File: config.mk
export PLATFORM = sky130hd
export DESIGN_NAME = arm_operand_barrel_shifter_top_flat
export DESIGN_NICKNAME = d
export VERILOG_FILES = /design/src/hw/rtl/aobs_pkg.sv /design/src/hw/rtl/aobs_if.sv /design/src/hw/rtl/arm_operand_barrel_shifter_top.sv /design/src/hw/rtl/aobs_shift_stage.sv /design/src/flat_wrapper.sv
export SDC_FILE = /design/constraint.sdc
export NUM_CORES = 1
export LEC_CHECK = 0
export BUFFER_PORTS_ARGS = -buffer_cell sky130_fd_sc_hd__buf_2
export CORE_UTILIZATION = 60
export DETAILED_ROUTE_END_ITERATION = 10
export PLACE_DENSITY = 0.82
export RECOVER_POWER = 100
export SYNTH_ARGS = -nofsm -noshare
export SYNTH_HDL_FRONTEND = slang
export SYNTH_SLANG_ARGS = --single-unit
File: constraint.sdc
create_clock -name clk -period 6.5 [get_ports clk]
set_input_delay 0.65 -clock clk [delete_from_list [all_inputs] [get_ports clk]]
set_output_delay 0.65 -clock clk [all_outputs]
set_load 0.005 [all_outputs]
File: src/hw/rtl/aobs_pkg.sv
// Package for the operand barrel shifter: shift kinds, instruction field codes,
// the staged word type and the shift step shared by the pipeline stages.
// No dependencies.
`default_nettype none

package aobs_pkg;

    localparam logic [1:0] SH_LSL = 2'd0;
    localparam logic [1:0] SH_LSR = 2'd1;
    localparam logic [1:0] SH_ASR = 2'd2;
    localparam logic [1:0] SH_ROR = 2'd3;

    localparam logic [3:0] PC_INDEX = 4'd15;
    localparam logic [3:0] PC_ADJ_IMM = 4'd4;
    localparam logic [3:0] PC_ADJ_REG = 4'd8;
    localparam logic [7:0] SHAMT_FULL = 8'd32;

    typedef enum logic [1:0] {
        KIND_LSL = 2'd0,
        KIND_LSR = 2'd1,
        KIND_ASR = 2'd2,
        KIND_ROR = 2'd3
    } shift_kind_t;

    // LSL keeps {carry, value}; the other kinds keep {value, carry}.
    typedef struct packed {
        shift_kind_t kind;
        logic [4:0]  shamt;
        logic [32:0] w;
    } stage_t;

    function automatic logic [32:0] shift_step(
        input shift_kind_t kind,
        input logic [32:0] w,
        input logic [4:0]  n
    );
        logic [63:0] dbl;
        logic [32:0] res;
        begin
            dbl = {w[32:1], w[32:1]} >> n;
            case (kind)
                KIND_LSL: res = w << n;
                KIND_LSR: res = w >> n;
                KIND_ASR: res = 33'($signed(w) >>> n);
                KIND_ROR: res = {dbl[31:0], w[0]};
                default:  res = w;
            endcase
            return res;
        end
    endfunction

endpackage

`default_nettype wire

File: src/hw/rtl/aobs_if.sv
// Channel interfaces for the operand barrel shifter: instruction items in,
// operand items out. No dependencies.
`default_nettype none

interface aobs_in_if;
    logic        valid;
    logic        ready;
    logic [31:0] instr;
    logic        imm_form;
    logic        reg_shift;
    logic [31:0] rm_value;
    logic [31:0] rs_value;
    logic        carry_in;

    modport source (
        output valid, instr, imm_form, reg_shift, rm_value, rs_value, carry_in,
        input  ready
    );
    modport sink (
        input  valid, instr, imm_form, reg_shift, rm_value, rs_value, carry_in,
        output ready
    );
endinterface

interface aobs_out_if;
    logic        valid;
    logic        ready;
    logic [31:0] operand;
    logic        carry_out;

    modport source (
        output valid, operand, carry_out,
        input  ready
    );
    modport sink (
        input  valid, operand, carry_out,
        output ready
    );
endinterface

`default_nettype wire

File: src/hw/rtl/arm_operand_barrel_shifter_top.sv
// Operand barrel shifter: decode, coarse shift, fine shift, one register each.
// An accepted item passes through the decode, coarse and fine registers in turn;
// throughput is one item per cycle while the output is ready, set by the
// three-stage pipeline with per-stage stall.
// Reset clears the valid bits of all stages; payload registers are not reset.
// Depends on aobs_pkg, aobs_if and aobs_shift_stage.
`default_nettype none

module arm_operand_barrel_shifter_top
    import aobs_pkg::*;
(
    input  wire logic  clk,
    input  wire logic  rst_n,
    aobs_in_if.sink    in_ch,
    aobs_out_if.source out_ch
);

    logic        s1_valid_reg;
    stage_t      s1_data_reg;
    stage_t      s1_data_next;
    logic        s2_in_ready;
    logic        s2_valid;
    stage_t      s2_data;
    logic        s3_in_ready;
    logic        s3_valid;
    stage_t      s3_data;

    logic [31:0] rm_adj;
    logic [7:0]  amt8;
    logic [1:0]  sh_type;
    logic [7:0]  imm8;
    logic [3:0]  rot4;

    assign imm8    = in_ch.instr[7:0];
    assign rot4    = in_ch.instr[11:8];
    assign sh_type = in_ch.instr[6:5];
    assign amt8    = in_ch.reg_shift ? in_ch.rs_value[7:0] : {3'b000, in_ch.instr[11:7]};

    always_comb
    begin
        rm_adj = in_ch.rm_value;
        if (in_ch.instr[3:0] == PC_INDEX)
        begin
            rm_adj = in_ch.rm_value
                   + {28'd0, (in_ch.reg_shift ? PC_ADJ_REG : PC_ADJ_IMM)};
        end
    end

    always_comb
    begin
        s1_data_next.kind  = KIND_LSR;
        s1_data_next.shamt = 5'd0;
        s1_data_next.w     = {rm_adj, in_ch.carry_in};
        if (in_ch.imm_form)
        begin
            if (rot4 == 4'd0)
            begin
                s1_data_next.w = {24'd0, imm8, in_ch.carry_in};
            end
            else
            begin
                s1_data_next.kind  = KIND_ROR;
                s1_data_next.shamt = {rot4, 1'b0};
                s1_data_next.w     = {24'd0, imm8, 1'b0};
            end
        end
        else if (amt8 == 8'd0)
        begin
            if (!in_ch.reg_shift && sh_type == SH_LSR)
            begin
                s1_data_next.w = {32'd0, rm_adj[31]};
            end
            else if (!in_ch.reg_shift && sh_type == SH_ASR)
            begin
                s1_data_next.w = {33{rm_adj[31]}};
            end
            else if (!in_ch.reg_shift && sh_type == SH_ROR)
            begin
                s1_data_next.w = {in_ch.carry_in, rm_adj};
            end
        end
        else
        begin
            case (sh_type)
                SH_LSL:
                begin
                    if (amt8 < SHAMT_FULL)
                    begin
                        s1_data_next.kind  = KIND_LSL;
                        s1_data_next.shamt = amt8[4:0];
                        s1_data_next.w     = {1'b0, rm_adj};
                    end
                    else if (amt8 == SHAMT_FULL)
                    begin
                        s1_data_next.w = {32'd0, rm_adj[0]};
                    end
                    else
                    begin
                        s1_data_next.w = 33'd0;
                    end
                end
                SH_LSR:
                begin
                    if (amt8 < SHAMT_FULL)
                    begin
                        s1_data_next.kind  = KIND_LSR;
                        s1_data_next.shamt = amt8[4:0];
                        s1_data_next.w     = {rm_adj, 1'b0};
                    end
                    else if (amt8 == SHAMT_FULL)
                    begin
                        s1_data_next.w = {32'd0, rm_adj[31]};
                    end
                    else
                    begin
                        s1_data_next.w = 33'd0;
                    end
                end
                SH_ASR:
                begin
                    if (amt8 < SHAMT_FULL)
                    begin
                        s1_data_next.kind  = KIND_ASR;
                        s1_data_next.shamt = amt8[4:0];
                        s1_data_next.w     = {rm_adj, 1'b0};
                    end
                    else
                    begin
                        s1_data_next.w = {33{rm_adj[31]}};
                    end
                end
                default:
                begin
                    if (amt8[4:0] == 5'd0)
                    begin
                        s1_data_next.w = {rm_adj, rm_adj[31]};
                    end
                    else
                    begin
                        s1_data_next.kind  = KIND_ROR;
                        s1_data_next.shamt = amt8[4:0];
                        s1_data_next.w     = {rm_adj, 1'b0};
                    end
                end
            endcase
        end
    end

    assign in_ch.ready = !s1_valid_reg || s2_in_ready;

    always_ff @(posedge clk or negedge rst_n)
    begin
        if (!rst_n)
        begin
            s1_valid_reg <= 1'b0;
        end
        else if (in_ch.ready)
        begin
            s1_valid_reg <= in_ch.valid;
        end
    end

    always_ff @(posedge clk)
    begin
        if (in_ch.valid && in_ch.ready)
        begin
            s1_data_reg <= s1_data_next;
        end
    end

    aobs_shift_stage u_coarse (
        .clk       (clk),
        .rst_n     (rst_n),
        .in_valid  (s1_valid_reg),
        .in_ready  (s2_in_ready),
        .in_data   (s1_data_reg),
        .amt       ({s1_data_reg.shamt[4:2], 2'b00}),
        .out_valid (s2_valid),
        .out_ready (s3_in_ready),
        .out_data  (s2_data)
    );

    aobs_shift_stage u_fine (
        .clk       (clk),
        .rst_n     (rst_n),
        .in_valid  (s2_valid),
        .in_ready  (s3_in_ready),
        .in_data   (s2_data),
        .amt       ({3'b000, s2_data.shamt[1:0]}),
        .out_valid (s3_valid),
        .out_ready (out_ch.ready),
        .out_data  (s3_data)
    );

    assign out_ch.valid = s3_valid;

    always_comb
    begin
        case (s3_data.kind)
            KIND_LSL:
            begin
                out_ch.operand   = s3_data.w[31:0];
                out_ch.carry_out = s3_data.w[32];
            end
            KIND_ROR:
            begin
                out_ch.operand   = s3_data.w[32:1];
                out_ch.carry_out = s3_data.w[32];
            end
            default:
            begin
                out_ch.operand   = s3_data.w[32:1];
                out_ch.carry_out = s3_data.w[0];
            end
        endcase
    end

`ifndef SYNTHESIS
    a_ror_nonzero: assert property (@(posedge clk) disable iff (!rst_n)
        (s1_valid_reg && s1_data_reg.kind == KIND_ROR) |-> (s1_data_reg.shamt != 5'd0))
        else $error("rotate item with zero amount in decode stage");

    a_lsl_top_clear: assert property (@(posedge clk) disable iff (!rst_n)
        (s1_valid_reg && s1_data_reg.kind == KIND_LSL) |-> (s1_data_reg.w[32] == 1'b0))
        else $error("left shift item with stray carry bit in decode stage");

    a_s2_hold: assert property (@(posedge clk) disable iff (!rst_n)
        (s2_valid && !s3_in_ready) |=> (s2_valid && $stable(s2_data)))
        else $error("coarse stage item lost under stall");

    a_s1_hold: assert property (@(posedge clk) disable iff (!rst_n)
        (s1_valid_reg && !s2_in_ready) |=> (s1_valid_reg && $stable(s1_data_reg)))
        else $error("decode stage item lost under stall");
`endif

endmodule

`default_nettype wire

File: src/hw/rtl/aobs_shift_stage.sv
// One registered shift stage of the operand barrel shifter pipeline.
// Depends on aobs_pkg.
`default_nettype none

module aobs_shift_stage
    import aobs_pkg::*;
(
    input  wire logic       clk,
    input  wire logic       rst_n,
    input  wire logic       in_valid,
    output logic            in_ready,
    input  wire stage_t     in_data,
    input  wire logic [4:0] amt,
    output logic            out_valid,
    input  wire logic       out_ready,
    output stage_t          out_data
);

    logic   valid_reg;
    stage_t data_reg;
    stage_t data_next;

    assign in_ready = !valid_reg || out_ready;

    always_comb
    begin
        data_next   = in_data;
        data_next.w = shift_step(in_data.kind, in_data.w, amt);
    end

    always_ff @(posedge clk or negedge rst_n)
    begin
        if (!rst_n)
        begin
            valid_reg <= 1'b0;
        end
        else if (in_ready)
        begin
            valid_reg <= in_valid;
        end
    end

    always_ff @(posedge clk)
    begin
        if (in_valid && in_ready)
        begin
            data_reg <= data_next;
        end
    end

    assign out_valid = valid_reg;
    assign out_data  = data_reg;

endmodule

`default_nettype wire

File: src/flat_wrapper.sv
// flat-port wrapper written by rule: the top's interface ports become plain ports
module arm_operand_barrel_shifter_top_flat import aobs_pkg::*;
  (clk, rst_n, in_ch_valid, in_ch_instr, in_ch_imm_form, in_ch_reg_shift, in_ch_rm_value, in_ch_rs_value, in_ch_carry_in, in_ch_ready, out_ch_valid, out_ch_operand, out_ch_carry_out, out_ch_ready);
  aobs_in_if in_ch_i ();
  aobs_out_if out_ch_i ();
  input  wire logic clk;
  input  wire logic rst_n;
  input wire logic [$bits(in_ch_i.valid)-1:0] in_ch_valid;
  input wire logic [$bits(in_ch_i.instr)-1:0] in_ch_instr;
  input wire logic [$bits(in_ch_i.imm_form)-1:0] in_ch_imm_form;
  input wire logic [$bits(in_ch_i.reg_shift)-1:0] in_ch_reg_shift;
  input wire logic [$bits(in_ch_i.rm_value)-1:0] in_ch_rm_value;
  input wire logic [$bits(in_ch_i.rs_value)-1:0] in_ch_rs_value;
  input wire logic [$bits(in_ch_i.carry_in)-1:0] in_ch_carry_in;
  output wire logic [$bits(in_ch_i.ready)-1:0] in_ch_ready;
  output wire logic [$bits(out_ch_i.valid)-1:0] out_ch_valid;
  output wire logic [$bits(out_ch_i.operand)-1:0] out_ch_operand;
  output wire logic [$bits(out_ch_i.carry_out)-1:0] out_ch_carry_out;
  input wire logic [$bits(out_ch_i.ready)-1:0] out_ch_ready;
  assign in_ch_i.valid = in_ch_valid;
  assign in_ch_i.instr = in_ch_instr;
  assign in_ch_i.imm_form = in_ch_imm_form;
  assign in_ch_i.reg_shift = in_ch_reg_shift;
  assign in_ch_i.rm_value = in_ch_rm_value;
  assign in_ch_i.rs_value = in_ch_rs_value;
  assign in_ch_i.carry_in = in_ch_carry_in;
  assign in_ch_ready = in_ch_i.ready;
  assign out_ch_valid = out_ch_i.valid;
  assign out_ch_operand = out_ch_i.operand;
  assign out_ch_carry_out = out_ch_i.carry_out;
  assign out_ch_i.ready = out_ch_ready;
  arm_operand_barrel_shifter_top u_core (.clk(clk), .rst_n(rst_n), .in_ch(in_ch_i), .out_ch(out_ch_i));
endmodule
# ---- After elaboration in Yosys (flattened, before gate mapping)
# Index checks and enable logic that the tools add are counted.
dict set report classes {
  reduce_logical 21
  order_cmp 1
  n_mux 26
  n_addsub 1
  n_eq_ne 12
  shifts 8
}
# op n
set ops {}
lappend ops {{$pmux W33 S4} 2}
lappend ops {{$mux W33} 5}
lappend ops {{$mux W32} 4}
lappend ops {{$pmux W40 S3} 1}
lappend ops {{$shr A64 B2 Y32} 1}
lappend ops {{$shr A64 B5 Y32} 1}
lappend ops {{$mux W40} 1}
lappend ops {{$shl A33 B2 Y33} 1}
lappend ops {{$shl A33 B5 Y33} 1}
lappend ops {{$shr A33 B2 Y33} 1}
lappend ops {{$shr A33 B5 Y33} 1}
lappend ops {{$sshr A33 B2 Y33} 1}
lappend ops {{$sshr A33 B5 Y33} 1}
lappend ops {{$add A32 B4 Y32} 1}
lappend ops {{$mux W7} 4}
lappend ops {{$eq A2 B2 Y1 const B} 7}
lappend ops {{$eq A8 B6 Y1 const B} 1}
lappend ops {{$logic_not A2 Y1} 4}
lappend ops {{$logic_not A8 Y1} 1}
lappend ops {{$lt A8 B6 Y1 const B} 1}
lappend ops {{$mux W8} 1}
lappend ops {{$eq A2 B1 Y1 const B} 3}
lappend ops {{$logic_and A1 B1 Y1} 6}
lappend ops {{$mux W6} 1}
lappend ops {{9 further kinds} 18}
dict set report word_totals {
  register_bits 115
  output_inout_bits 35
  inputBits 103
  elab_cells 80
}

# ---- Depth between registers and ports, before layout
# Gate-level depths: netlist (run 1).
dict set report logic_depth {
  word_depth 8
  depth_mapped 10
  depth_no_buf 9
}

# ---- Hierarchy
# A second synthesis (run 1) with hierarchy kept.
dict set report unflattened {
  hier_cells 2074
  area_unflattened_um2 18474.0
}
# module area_each_um2 seq_area_each_um2 instances cells_each
set modules_own_cells {}
lappend modules_own_cells {aobs_shift_stage 7195.7 1226.2 2 811}
lappend modules_own_cells {arm_operand_barrel_shifter_top 4082.7 1226.2 1 452}

# ---- Least setup slack after synthesis (run 1)
# Ideal clock, no wire load.
dict set report synth_timing {
  kind {in2reg}
  start {input port in_ch_reg_shift}
  end {register u_core.s1_data_reg[3] (netlist name), data pin}
  setup_time_ns 0.261
  required_ns 6.239
  setup_slack_ns 3.339
  path_stages 10
  n_path_buf 2
  arrival_time_ns 2.900
  cell_sequence {clkbuf_1 -> inv_1 -> ha_1 -> a21o_1 -> nand4_1 -> o31a_1 -> or4_4 -> and2_4 -> buf_6 -> a221o_1}
}
# element line
set synth_rtl {}
lappend synth_rtl {{start: declaration} flat_wrapper.sv:11} ;# input wire logic [$bits(in_ch_i.reg_shift)-1:0] in_ch_reg_shift;
lappend synth_rtl {{end signal: assignment} arm_operand_barrel_shifter_top.sv:167} ;# s1_data_reg <= s1_data_next;
lappend synth_rtl {{end: declaration} arm_operand_barrel_shifter_top.sv:19} ;# stage_t s1_data_reg;

==> results.yml, run 1 <==
worst_setup_path:
  startpoint_type: "register"
  reg2regPathDepth: 7
  crit_family: "buffers and inverters"
  path_cells: "buf_4, clkbuf_1, inv_1, o21ai_0, o22ai_1, o211ai_1, o21ai_0"
  cpPeakStageDelay_ps: 1290
  cp.arrival_ps: 4570
  crit_path_end_kind: "register"
  crit_buf_inv: 3
  crit_cells: 7
  cp_max_fo: 45
  cp.required_ps: 6650
  cpMostUsedCell: "o21ai_0"
  path_class: "register to register"
  slowest_stage: "clkbuf_1"
cts:
  holdBufCountCts: 0
  cts_resized: 0
  cts_tree: "done"
  cts_root_buffer: "clkbuf_16"
  clockBufferDepth: 2
  clk_pin_slew_ps: 60
  cts_setup_buffers: 0
  cts_sinks: 115
  clock_latency_ps: 420
  cts_made_buffers: 17
  cts_max_level: 4
yosys:
  ys_ff_latch: 115
  syn_nets: 1349
  synth_edf_count: 112
  synth_simple_gate_area_share_pct: 18.6
  synth_ff_type: "edfxtp_1"
  synth_xor_area_share_pct: 2.18
  synth_top_family_by_area: "compound AO/OA/AOI/OAI gates"
  syn-cell-area_um2: 10800
  syn_inst: 1242
  synth_fa_ha_area_share_pct: 0.532
  ys_types: 71
  yosys_warnings: 0
  async_flop_share_pct: 2.61
  syn_avg_cell_area_um2: 8.72
  synth-compound-area-share_pct: 22.9
  synth_mux_area_share_pct: 19.6
  ys_seq_area_share_pct: 31.8
final_layout:
  nNetsFinal: 1372
  layout_common_cells: "193 x nand2_1, 125 x o21ai_0, 112 x edfxtp_1"
  diodes: 0
  mostFrequentLayoutCell: "nand2_1"
  largest_register_ffs: 40
  drive_gt1_share_pct: 17.0
  instances_no_fill: 1503
  area_growth_pct: 9.28
  fillCellCount: 1391
outcome:
  status: "finished, violations left"
  violations: "capacitance limit, slew limit"
detailed_routing:
  drtIter0Drc: 1277
  firstDrtPassIters: 6
  via_count: 10478
  post-route-drc-count: 0
  routedWlPerCell_um: 19.4
  postRouteAntennaNets: 0
  routed_wl_um: 29200
  via_per_inst: 6.97
timing:
  fin_crit_ps: 4420
  finalMaxSlewViolations: 369
  hold_viol: 0
  worst_pin_slew_ps: 3940
  max_freq_mhz: 226
  skew_ps: 10.2
  finalSetupTns_ps: 0
  max_slew_margin_pct: -162
  setup_viol: 0
  rsz0062_at_grt: "false"
  holdWs_ps: 21.4
  period_share_pct: 68.0
grt:
  grt-ovfl-total: 0
  grt_pass1_vias: 9330
  track_usage_pct: 32.0
  antenna_found_initial: 0
  grt_pass1_wl_um: 46400
  grt_start_max_net_pins: 102
floorplanning:
  io_pins: 138
  core_um2: 17500
  start_util_pct: 62.0
  fp.dieArea_um2: 18600
  rows: 48
  fp.dieW_um: 136
  die_h_um: 136
pwr:
  switchingPower_uw: 881
  p_clk_share_pct: 33.3
  ir_drop_mv: 0.186
  power_density_nw_per_um2: 233
  combPwrFrac_pct: 28.4
  p_int_uw: 1880
  seq_power_share_pct: 38.3
  p_sw_share_pct: 31.9
  p_leak_uw: 0.00424
flow_run:
  drv_cap: 8
placement:
  hpwl_um: 20600
  place_congestion: 0.972
  port_buffers: 93
  placedCellCount: 1471
min_path:
  hold_class: "input port to asynchronous set/reset pin"
## metal layers
layer / vias to the layer above / track usage (%) / wire length (um)
li1: 4820 / - / -
met1: 4880 / 39.0 / 11000
met2: 657 / 53.3 / 14100
met3: 121 / 5.67 / 2690
met4: 0 / 18.3 / 1390
met5: - / 0 / 0
## path summary, 6_finish.rpt
| kind | start | end | slack, ps |
|---|---|---|---|
| worst max-delay path | u_core.s1_data_reg[35] | u_core.u_coarse.out_data[14] | 2080 |
| worst min-delay path | rst_n | u_core.s1_valid_reg | 20 |
| worst max register to register | u_core.s1_data_reg[35] | u_core.u_coarse.out_data[14] | 2080 |
| worst min register to register | u_core.s1_data_reg[33] | u_core.u_coarse.out_data[33] | 420 |
| max in group asynchronous | rst_n | u_core.u_coarse.out_valid | 6330 |
| min in group clk | u_core.s1_data_reg[33] | u_core.u_coarse.out_data[33] | 420 |
## cells by family after synthesis
| family | count (synthesis) |
|---|---|
| simple gates | 438 |
| compound gates | 387 |
| mux | 147 |
| buf+inv | 124 |
| flops | 115 |
| xor+xnor | 27 |
| fa+ha+maj | 4 |
## stage by stage
step / util (%) / setup slack [ps] / area (um2) / total power (uW)
after floorplan: - / 3340 / 10800 / 1600
final: 67.7 / 2080 / 11800 / 2760
after CTS: 68.1 / 2680 / 11900 / 2750
after global placement: 64.7 / 2430 / 11300 / 1800
after global routing: 67.7 / 1720 / 11800 / 2880
after detailed placement: 64.7 / 2210 / 11300 / 1820
## layout make-up
type	count	area, um2	area share [%]
inverter	16	60.1	0.508
timing repair buffer	112	549	4.64
tap	225	282	2.38
clock buffer	20	457	3.86
clock inverter	12	131	1.11
sequential	115	3440	29.1
multi-input combinational	1003	6920	58.4
## cells in the mapped netlist, drive strengths merged (5+ instances only)
master	count	area, um2
a22oi	10	75.1
a221oi	8	70.1
nand2b	21	131
a211oi	12	90.1
xor2	11	96.3
a32oi	5	43.8
nand2	193	724
a31oi	10	62.6
nor2b	6	37.5
or2	6	37.5
and3	6	37.5
a21oi	67	335
nor4	9	56.3
nor2	81	304
o211ai	25	188
o31ai	10	75.1
edfxtp	112	3360
a22o	7	61.3
a21o	7	52.6
o22ai	44	275
or3	10	62.6
nand3	58	295
and2	9	58.8
xnor2	16	140
nand4	10	62.6
mux2i	56	561
inv	16	60.1
clkbuf	79	297
nor3	12	60.1
a2bb2oi	5	43.8
a221o	8	80.1
o221ai	7	61.3
mux4	48	1080
or4	6	48.8
mux2	43	484
and4	5	43.8
buf	29	121
o21ai	125	626
## power groups by stage
stage | combinational, uW | clock (uW) | sequential (uW)
after floorplan | 582 | 0 | 1020
after global placement | 741 | 0 | 1060
after detailed placement | 761 | 0 | 1060
after CTS | 769 | 926 | 1050
after global routing | 859 | 953 | 1070
final | 785 | 918 | 1060
Power figures use the tool's default switching activity.
==> inputs of run 2 (changes only) <==
clock period = 4.6 ns   (was 6.5 ns; I/O delays follow)
==> results.yml, run 2 (synthesis results as in run 1) <==
pwr:
  ir_drop_mv: 0.281
  p_leak_uw: 0.00428
  power_density_nw_per_um2: 333
final_layout:
  largest_register_ffs: 40
  layout_common_cells: "193 x nand2_1, 125 x o21ai_0, 112 x edfxtp_1"
  nNetsFinal: 1378
  drive_gt1_share_pct: 17.0
  mostFrequentLayoutCell: "nand2_1"
  area_growth_pct: 10.1
  fillCellCount: 1362
  diodes: 0
  fin_area_um2: 11900
detailed_routing:
  firstDrtPassIters: 6
  post-route-drc-count: 0
  via_per_inst: 6.90
  routedWlPerCell_um: 19.6
  postRouteAntennaNets: 0
  via_count: 10405
  routed_wl_um: 29500
  drtIter0Drc: 1001
grt:
  antenna_found_initial: 0
  track_usage_pct: 32.5
  grt_start_max_net_pins: 96
  grt_pass1_vias: 9090
  grt-ovfl-total: 0
  grt_pass1_wl_um: 46900
outcome:
  status: "finished, violations left"
  violations: "capacitance limit, slew limit"
worst_setup_path:
  crit_path_end_kind: "register"
  cp_max_fo: 16
  cp.arrival_ps: 3980
  startpoint_type: "input port"
  cp.required_ps: 4770
  path_class: "input port to register"
cts:
  cts_max_level: 4
  clockBufferDepth: 2
  cts_tree: "done"
  clock_latency_ps: 420
  cts_made_buffers: 17
  cts_resized: 0
  cts_root_buffer: "clkbuf_16"
  cts_sinks: 115
  clk_pin_slew_ps: 50
timing:
  fin_crit_ps: 3810
  worst_pin_slew_ps: 2050
  max_slew_margin_pct: -36.7
  skew_ps: 7.65
  rsz0062_at_grt: "false"
  finalSetupTns_ps: 0
  max_freq_mhz: 262
  setup_viol: 0
  period_share_pct: 82.9
  hold_viol: 0
  finalMaxSlewViolations: 223
min_path:
  hold_class: "input port to register"
floorplanning:
  fp.dieArea_um2: 18600
  core_um2: 17500
  rows: 48
  die_h_um: 136
  start_util_pct: 62.0
  fp.dieW_um: 136
  io_pins: 138
placement:
  port_buffers: 93
  dpl_cell_area_um2: 11400
  place_congestion: 0.934
  hpwl_um: 20800
flow_run:
  drv_cap: 6
-- run 2: cell types whose count changed in the layout (fill, tap and decap cells not counted), sizes merged --
cell	change
dlygate4sd3	+1
clkinv	+2
clkinvlp	-2
buf	+3
bufinv	+2
inv	-1
clkbuf	+1
-- run 2: critical path: stages --
cell	delay (ps)
clkbuf_1	630
inv_1	290
ha_1	300
a21o_1	220
nand4_1	100
clkbuf_1	510
nor4_1	240
o41ai_4	770
a221oi_1	150
a221o_1	300
-- run 2: timing repair --
| action | CTS | global route |
|---|---|---|
| endpoints found under the hold margin | 3 | 0 |
| setup buffers | 0 | 0 |
| hold buffers | 1 | 0 |
-- run 2: area by class of cell --
| cell class | instances | area [um2] | area share, % |
|---|---|---|---|
| repair buffers | 118 | 604 | 5.07 |
| flip-flops and latches | 115 | 3440 | 28.9 |
| multi-input cells | 1003 | 6920 | 58.0 |
| clock buffers | 19 | 433 | 3.63 |
| well taps | 225 | 282 | 2.36 |
| clock inverters | 13 | 185 | 1.55 |
| inverters | 16 | 60.1 | 0.504 |
-- run 2: power by group --
group | internal (uW) | leakage, uW | switching (uW) | total (uW)
logic | 483 | 0.00285 | 607 | 1090
registers | 1340 | 0.00113 | 165 | 1500
clock network | 905 | 0.000297 | 473 | 1380
total | 2730 | 0.00428 | 1240 | 3970
-- run 2: per-layer routing --
metal	vias up	track usage, %	routed length (um)
met3	112	6.15	2570
li1	4839	-	-
met5	-	0	0
met2	655	54.5	14300
met1	4799	39.7	11300
met4	0	17.0	1410
-- run 2: per-stage QoR --
| stage | hold WS [ps] | power (uW) | setup slack (ps) | cells | utilization (%) |
|---|---|---|---|---|---|
| 2_1_floorplan | 164 | 2260 | 1630 | 1242 | - |
| 3_3_place_gp | 256 | 2550 | 1100 | 1476 | 65.0 |
| 3_5_place_dp | 261 | 2580 | 1030 | 1476 | 65.0 |
| 4_1_cts | 237 | 3960 | 1470 | 1509 | 68.6 |
| 5_1_grt | 241 | 4150 | 608 | 1509 | 68.2 |
| 6_report | 240 | 3970 | 785 | 1509 | 68.2 |
-- run 2: worst paths after layout --
check	slack [ps]	to	from	cells past startpoint
setup reg to reg	830	u_core.u_coarse.out_data[1]	u_core.s1_data_reg[39]	9
hold reg to reg	420	u_core.u_coarse.out_data[34]	u_core.s1_data_reg[34]	0
hold / removal	240	u_core.s1_valid_reg	in_ch_valid	2
min in group asynchronous	400	u_core.u_fine.out_valid	rst_n	2
setup / recovery	790	u_core.s1_data_reg[5]	in_ch_reg_shift	10
max in group asynchronous	4040	u_core.s1_valid_reg	rst_n	2
